$ cat src/design/cae_pkg.sv
// package for the callsign address encoder
// holds the callsign length, character codes, address constants and the ssid parser phase type
// no dependencies
`default_nettype none

package cae_pkg;

	localparam int CALL_LEN = 6;
	localparam int CNT_W    = $clog2(CALL_LEN + 1);
	localparam int IDX_W    = (CALL_LEN > 1) ? $clog2(CALL_LEN) : 1;
	localparam int ADDR_W   = 56;
	localparam int WIDE_W   = 64;

	localparam logic [7:0] CHAR_STAR  = 8'h2A;
	localparam logic [7:0] CHAR_DASH  = 8'h2D;
	localparam logic [7:0] CHAR_PLUS  = 8'h2B;
	localparam logic [7:0] CHAR_SPACE = 8'h20;
	localparam logic [7:0] CHAR_TAB   = 8'h09;
	localparam logic [7:0] CHAR_CR    = 8'h0D;
	localparam logic [7:0] CHAR_ZERO  = 8'h30;
	localparam logic [7:0] CHAR_NINE  = 8'h39;
	localparam logic [7:0] CHAR_LOW_A = 8'h61;
	localparam logic [7:0] CHAR_LOW_Z = 8'h7A;
	localparam logic [7:0] CASE_DIFF  = 8'h20;
	localparam logic [7:0] PAD_BYTE   = 8'h40;
	localparam logic [7:0] SSID_BASE  = 8'h60;
	localparam logic [4:0] SSID_MAX   = 5'd15;
	localparam logic [4:0] VALUE_SAT  = 5'd16;

	typedef enum logic [1:0] {
		PH_SKIP   = 2'd0,
		PH_DIGITS = 2'd1,
		PH_DONE   = 2'd2
	} num_phase_t;

endpackage

`default_nettype wire

$ cat src/design/callsign_address_encoder.sv
// callsign address encoder top level: input register, per-character parser, result register
// depends on cae_pkg
`default_nettype none

// Takes one callsign character per request on the slave side and, on the
// request marked by tlast, returns one 7-byte link-layer address plus an
// error flag on the master side. A character is registered on acceptance and
// folded into the parser state; a result passes the input register and then
// the result register before it is offered. One character per cycle is taken
// sustained, save that a last character stalls while an earlier result waits
// for the sink: the parser update and address assembly are a single shallow
// combinational step between the input register and the result register, and
// non-last characters still go in while that result waits. The parser state
// clears itself after every result; no clearing pass is needed after reset.
module callsign_address_encoder
	import cae_pkg::*;
(
	input  wire logic        clk,
	input  wire logic        arst_n,
	input  wire logic        s_tvalid,
	output logic             s_tready,
	input  wire logic [7:0]  s_tdata,   // [7:0] ch
	input  wire logic        s_tlast,   // last
	output logic             m_tvalid,
	input  wire logic        m_tready,
	output logic [55:0]      m_tdata,   // [55:0] address
	output logic             m_tuser    // [0] error
);

	// input register
	logic             valid_s1;
	logic [7:0]       ch_s1;
	logic             last_s1;

	// parser state
	logic [7:0]       call_bytes_q [CALL_LEN];
	logic [CNT_W-1:0] call_count_q;
	logic             seen_dash_q;
	logic             seen_star_q;
	logic             too_long_q;
	num_phase_t       phase_q;
	logic             negative_q;
	logic [4:0]       value_q;

	// result register
	logic              out_valid_q;
	logic [ADDR_W-1:0] address_q;
	logic              error_q;

	logic             adv_s1;
	logic             out_free;

	// next-state values
	logic [CNT_W-1:0] count_d;
	logic             dash_d;
	logic             star_d;
	logic             long_d;
	num_phase_t       phase_d;
	logic             neg_d;
	logic [4:0]       value_d;
	logic             wr_en;
	logic [7:0]       wr_data;
	logic             term;
	logic             is_white;
	logic             is_digit;
	logic [7:0]       upper;
	logic [7:0]       mac;
	logic [7:0]       sum10;
	logic             empty;
	logic             bad_ssid;
	logic             err;
	logic [4:0]       ssid;
	logic [WIDE_W-1:0] wide;

	assign out_free = !out_valid_q || m_tready;
	assign adv_s1   = valid_s1 && (!last_s1 || out_free);
	assign s_tready = !valid_s1 || adv_s1;

	always_comb begin
		term     = last_s1 && (ch_s1 == 8'h00);
		is_white = (ch_s1 == CHAR_SPACE) || (ch_s1 >= CHAR_TAB && ch_s1 <= CHAR_CR);
		is_digit = (ch_s1 >= CHAR_ZERO) && (ch_s1 <= CHAR_NINE);
		upper    = (ch_s1 >= CHAR_LOW_A && ch_s1 <= CHAR_LOW_Z) ? ch_s1 - CASE_DIFF : ch_s1;
		wr_data  = {upper[6:0], 1'b0};
		mac      = {value_q, 3'b000} + {2'b00, value_q, 1'b0};
		sum10    = mac + (ch_s1 - CHAR_ZERO);

		count_d = call_count_q;
		dash_d  = seen_dash_q;
		star_d  = seen_star_q;
		long_d  = too_long_q;
		phase_d = phase_q;
		neg_d   = negative_q;
		value_d = value_q;
		wr_en   = 1'b0;

		if (!term) begin
			if (ch_s1 == CHAR_STAR) begin
				star_d = 1'b1;
			end
			if (seen_dash_q) begin
				// integer-style ssid reader
				if (phase_q == PH_SKIP && is_white) begin
					phase_d = PH_SKIP;
				end else if (phase_q == PH_SKIP && (ch_s1 == CHAR_PLUS || ch_s1 == CHAR_DASH)) begin
					neg_d   = (ch_s1 == CHAR_DASH);
					phase_d = PH_DIGITS;
				end else if (phase_q == PH_SKIP || phase_q == PH_DIGITS) begin
					if (is_digit) begin
						phase_d = PH_DIGITS;
						value_d = (sum10 > {3'b000, VALUE_SAT}) ? VALUE_SAT : sum10[4:0];
					end else begin
						phase_d = PH_DONE;
					end
				end
			end else if (ch_s1 == CHAR_DASH) begin
				dash_d = 1'b1;
			end else if (call_count_q < CNT_W'(CALL_LEN)) begin
				wr_en   = 1'b1;
				count_d = call_count_q + 1'b1;
			end else begin
				long_d = 1'b1;
			end
		end

		empty    = term && (call_count_q == '0) && !seen_dash_q && !seen_star_q && !too_long_q;
		bad_ssid = dash_d && ((neg_d && value_d != 5'd0) || (value_d > SSID_MAX));
		ssid     = (dash_d && !bad_ssid) ? value_d : 5'd0;
		err      = empty || star_d || long_d || bad_ssid;

		wide = '0;
		for (int i = 0; i < CALL_LEN; i++) begin
			if (CNT_W'(i) < call_count_q) begin
				wide[(CALL_LEN - i) * 8 +: 8] = call_bytes_q[i];
			end else if (wr_en && CNT_W'(i) == call_count_q) begin
				wide[(CALL_LEN - i) * 8 +: 8] = wr_data;
			end else begin
				wide[(CALL_LEN - i) * 8 +: 8] = PAD_BYTE;
			end
		end
		wide[7:0] = SSID_BASE | {2'b00, ssid, 1'b0};
	end

	always_ff @(posedge clk or negedge arst_n) begin
		if (!arst_n) begin
			valid_s1 <= 1'b0;
		end else if (s_tready) begin
			valid_s1 <= s_tvalid;
		end
	end

	always_ff @(posedge clk) begin
		if (s_tvalid && s_tready) begin
			ch_s1   <= s_tdata;
			last_s1 <= s_tlast;
		end
	end

	always_ff @(posedge clk) begin
		if (adv_s1 && wr_en) begin
			call_bytes_q[call_count_q[IDX_W-1:0]] <= wr_data;
		end
	end

	always_ff @(posedge clk or negedge arst_n) begin
		if (!arst_n) begin
			call_count_q <= '0;
			seen_dash_q  <= 1'b0;
			seen_star_q  <= 1'b0;
			too_long_q   <= 1'b0;
			phase_q      <= PH_SKIP;
			negative_q   <= 1'b0;
			value_q      <= 5'd0;
		end else if (adv_s1) begin
			if (last_s1) begin
				// state returns to its reset values after every result
				call_count_q <= '0;
				seen_dash_q  <= 1'b0;
				seen_star_q  <= 1'b0;
				too_long_q   <= 1'b0;
				phase_q      <= PH_SKIP;
				negative_q   <= 1'b0;
				value_q      <= 5'd0;
			end else begin
				call_count_q <= count_d;
				seen_dash_q  <= dash_d;
				seen_star_q  <= star_d;
				too_long_q   <= long_d;
				phase_q      <= phase_d;
				negative_q   <= neg_d;
				value_q      <= value_d;
			end
		end
	end

	always_ff @(posedge clk or negedge arst_n) begin
		if (!arst_n) begin
			out_valid_q <= 1'b0;
		end else if (out_free) begin
			out_valid_q <= adv_s1 && last_s1;
		end
	end

	always_ff @(posedge clk) begin
		if (out_free && adv_s1 && last_s1) begin
			address_q <= err ? '0 : wide[ADDR_W-1:0];
			error_q   <= err;
		end
	end

	assign m_tvalid = out_valid_q;
	assign m_tdata  = address_q;
	assign m_tuser  = error_q;

	// a result never goes out without a closing character behind it
	assert property (@(posedge clk) disable iff (!arst_n)
		$rose(m_tvalid) |-> $past(valid_s1 && last_s1))
		else $error("result without closing character");

	// a rejected text reports an all-zero address
	assert property (@(posedge clk) disable iff (!arst_n)
		m_tvalid && m_tuser |-> m_tdata == '0)
		else $error("error result with nonzero address");

	// parser state is clear after a result is formed
	assert property (@(posedge clk) disable iff (!arst_n)
		adv_s1 && last_s1 |=> call_count_q == '0 && !seen_dash_q && !seen_star_q && !too_long_q)
		else $error("parser state not cleared after result");

	// callsign count never passes the callsign length
	assert property (@(posedge clk) disable iff (!arst_n)
		call_count_q <= CNT_W'(CALL_LEN))
		else $error("callsign count overflow");

	// the ssid value stays within its saturation limit
	assert property (@(posedge clk) disable iff (!arst_n)
		value_q <= VALUE_SAT)
		else $error("ssid value beyond saturation");

endmodule

`default_nettype wire

$ cat config.mk
export PLATFORM = sky130hd
export DESIGN_NAME = callsign_address_encoder
export DESIGN_NICKNAME = d
export VERILOG_FILES = /design/src/design/cae_pkg.sv /design/src/design/callsign_address_encoder.sv
export SDC_FILE = /design/constraint.sdc
export NUM_CORES = 1
export LEC_CHECK = 0
export BUFFER_PORTS_ARGS = -buffer_cell sky130_fd_sc_hd__buf_4
export CORE_ASPECT_RATIO = 0.7
export CORE_UTILIZATION = 62
export CTS_BUF_LIST = sky130_fd_sc_hd__clkbuf_16
export DETAILED_ROUTE_END_ITERATION = 7
export PLACE_DENSITY = 0.93
export SLEW_MARGIN = 5
export SYNTH_ARGS = -nofsm -noshare
export SYNTH_HDL_FRONTEND = slang
export SYNTH_SLANG_ARGS = --single-unit
$ cat constraint.sdc
create_clock -name clk -period 12.16 [get_ports clk]
set_clock_uncertainty 0.15 [all_clocks]
set_input_delay 2.432 -clock clk [delete_from_list [all_inputs] [get_ports clk]]
set_output_delay 2.432 -clock clk [all_outputs]
set_load 0.03 [all_outputs]
==> metrics.md <==
| Metric | Value |
|---|---|
| Critical Path Sink Type | output port |
| Post-synth EDFFs | 99 |
| Core outline area | 8440 um2 |
| Fraction of synthesis flops using an asynchronous set or reset pin | around 14% |
| Flip-flop and latch count after synthesis | ~120 |
| Arrival @ worst endpoint | approximately 3000 ps |
| Relative slew slack | around a fifth |
| Global-route usage over all layers | 28.4% |
| Number of clock sinks seen by CTS | 115 |
| Placement-stage cell area | about 6000 um2 |
| Largest buffer count on any clock path | 2 |
| Die ar. | just over 9000 um2 |
| Wirelength per Cell | 19.4 um |
| Logic pwr share | 25.4% |
| Net switching power | 0.440 mW |
| Count of maximum capacitance violations | 0 |
| Via count | around 3900 |
| Worst hold path type | flip-flop to flip-flop |
| Reg clk slew, reported paths | 50 ps |
| Count of synthesis-stage warnings from yosys | 0 |
| WP data required | 9580 ps |
| Die extent in x | 113 um |
| Top_reg_cell synth | edfxtp_1 |
| Vert. Die Dim | between 80 and 90 um |
| Count of different cell masters after synthesis | 60 |
| Cell type group with the largest total delay on the critical path | buffers and inverters |
| CTS H-Tree Depth | 4 |
| Cell internal power dissipation | 0.922 mW |
| Count of fill cells added during filler insertion | 486 |
| Port Buf Inserts | 63 |
| Area of the multi-input gates | 1780 um2 |
| Aggregate global routing overflow | 0 |
| Cell Chain, Critical Path | buf_4 -> nand4b_1 -> buf_4 |
| Number of gates resized after CTS | 0 |
| Time the final worst path needs with I/O delays and setup | about 5500 ps |
| Antenna-violating nets left | 0 |
| Net Sw Frac | 32.3% |
| Final Slew Violations | 0 |
| Post-CTS repair timing setup buffer count | 0 |
| Setup Crit Path Kind | input pin to output port |
| Power density over cell area | 211 nW/um2 |
| Global-route wire length before repair | between 15 and 20 mm |
| Worst Setup Slack, final | ~6600 ps |
| Gate count of the mapped netlist | 426 |
| Weighted congestion at the end of routability-driven global placement | about 0.9 |
| Via count of the first global-routing pass | 3723 |
| Starting density of the core | between 60 and 70% |
| Sum of negative setup slack | 0 ps |
| Power share of the clock group | 34.2% |
| Share of the synthesized area in the top cell type | between 50% and 60% |
| Post-placement setup slack | around 6600 ps |
| Average instance area after synthesis | 12.7 um2 |
| Power share of the sequential group | 40.4% |
| Estimated wirelength of the detail-placed design | 7.55 mm |
| I/O Pins | 72 |
| Via density per instance | 6.38 |
| Inserted Diodes | 0 |
| Cell accounting for the most synthesized area | edfxtp_1 |
| Clock tree from TritonCTS | yes |
| RSZ-0062 raised after global routing | no |
| Achievable clock frequency | 0.180 GHz |
| Clock tree root driver cell | clkbuf_16 |
| Share of layout cells above drive strength 1 | 19.9% |
| Critical-path maximum fanout | 3 |
| Slowest Stage Delay on Critical Path | 210 ps |
| Number of buffer and inverter instances along the worst setup path | 2 |
| Area grow syn2layout | 19.6% |
| Cell seen most often among critical-path stages | buf_4 |
| Count of hold-fix buffers inserted at cts | 0 |
| Critical-path top delay cell | buf_4 |
| Final routed DRC violation total | 0 |
| Antenna violations before repair | 0 |
| Fin nets | 518 |
| Footprint of the flip-flops and latches | 3370 um2 |
| Largest vdd supply drop | 176 uV |
| Outcome | finished, final reports clean |
| Setup Viol. Count Final | 0 |
| Most used cells in the layout excluding fill and tap cells | edfxtp_1 (99), buf_4 (67), nor3_1 (45) |
| Most common cell after layout, fill and taps aside | edfxtp_1 |
| Leak pwr | around 2.5 nW |
| Clock network latency to the later pin of the worst-skew pair | 420 ps |
| Number of rows created at floorplan | 28 |
| Top cells by area, synth | edfxtp_1 (55%), dfrtp_1 (7.4%), a22oi_1 (5.4%) |
| Post-Syn Area | 5390 um2 |
| Pin count of the biggest net entering global routing | 52 |
| Design area | 6450 um2 |
| Total CTS buffers | 17 |
| Least-Margin Pin Slew | 1190 ps |
| Number of design-rule violations left by the first detailed-router iteration | between 500 and 600 |
| Startpoint type of the worst setup path | input pin |
| Sequential cell area fraction in the yosys report | 62.6% |
| First-pass detailed-route iteration total | 6 |
| Final hold violations | 0 |
| Final Routed Wirelength | around 12 mm |
| Post-route clock period utilization | roughly 46% |
per-stage QoR:
step | utilization (%) | hold WS [ps] | power [mW] | instances
floorplan | - | 298 | 0.796 | 433
global placement | 69.8 | 311 | 0.872 | 586
detailed placement | 69.8 | 326 | 0.892 | 586
CTS | 76.3 | 349 | 1.36 | 618
global route | 76.3 | 381 | 1.42 | 618
finish | 76.3 | 356 | 1.36 | 618
power groups by stage:
stage	logic (mW)	registers, mW	clock network (mW)
after floorplan	0.218	0.577	0
after global placement	0.320	0.551	0
after detailed placement	0.337	0.556	0
after CTS	0.342	0.549	0.465
after global routing	0.376	0.556	0.486
final	0.346	0.551	0.466
path summary, 6_finish.rpt:
kind	startpoint	depth (start not counted)	slack, ps	to
setup / recovery	m_tready	3	6620	s_tready
max in group asynchronous	arst_n	1	9930	seen_star_q
hold reg to reg	seen_star_q	2	360	seen_star_q
setup reg to reg	ch_s1[4]	12	7440	m_tdata[22]
hold / removal	seen_star_q	2	360	seen_star_q
min in group asynchronous	arst_n	1	1730	too_long_q
registers in the layout, indices dropped and copies added (netlist names):
register / flops
too_long_q: 1
ch_s1: 8
call_bytes_q: 42
call_count_q: 3
valid_s1: 1
m_tvalid: 1
m_tdata: 47
last_s1: 1
seen_star_q: 1
phase_q: 2
value_q: 5
negative_q: 1
seen_dash_q: 1
m_tuser: 1
routing by layer:
metal  vias to the layer above  track usage (%)  part of all wire [%]
met5                         -                0                     0
met4                         0             12.6                   2.3
met3                        40             9.57                    10
met2                       295             42.6                    47
met1                      1854             37.7                    41
li1                       1756                -                     -
worst register-to-register path, stage by stage (launching register included):
cell       delay [ps]
edfxtp_1          760
inv_1             200
ha_1              330
inv_1              50
fa_1              530
inv_1              60
fa_1              450
xor2_1            180
o2111ai_1         210
o41a_1            540
o311ai_4          300
buf_4             450
a2111oi_0         180
Yosys cell counts, types with 2 or more instances:
cell type,n
a2111oi_0,4
o2111ai_1,3
o41a_1,2
o31ai_1,2
xor2_1,3
nand3_1,4
nand2b_1,3
buf_4,12
nor3_1,45
o21a_1,4
o21ai_0,14
a22oi_1,39
nand2_1,14
o21ai_1,3
nor4b_1,2
fa_1,4
edfxtp_1,99
a31oi_1,4
nor2b_1,7
a21oi_1,7
dfrtp_1,16
a211oi_1,2
and2_1,3
o41ai_1,2
and3_1,4
a32oi_1,4
o22ai_1,4
nand4b_1,2
clkbuf_1,19
nor2_1,22
nor4_1,6
xnor2_1,2
ha_1,16
inv_1,23
cells by family after synthesis:
group / count (synthesis) / share of synthesized area, %
flip-flops: 115 / 62.6
adder cells (fa/ha/maj): 20 / 5.20
AO/OA/AOI/OAI: 104 / 14.3
other: 1 / 0.0696
buffers and inverters: 58 / 5.04
XOR/XNOR: 5 / 0.812
AND/OR/NAND/NOR: 122 / 11.8
multiplexers: 1 / 0.186
cell type report:
class                   instances  share of cell area [%]
clock buffers                  17                    6.60
clock inverters                15                    2.00
inverters                      24                    1.40
multi-input cells             260                    27.5
flip-flops and latches        115                    52.3
well taps                     120                    2.33
repair buffers                 67                    7.80
(Power assumes the default switching activity.)
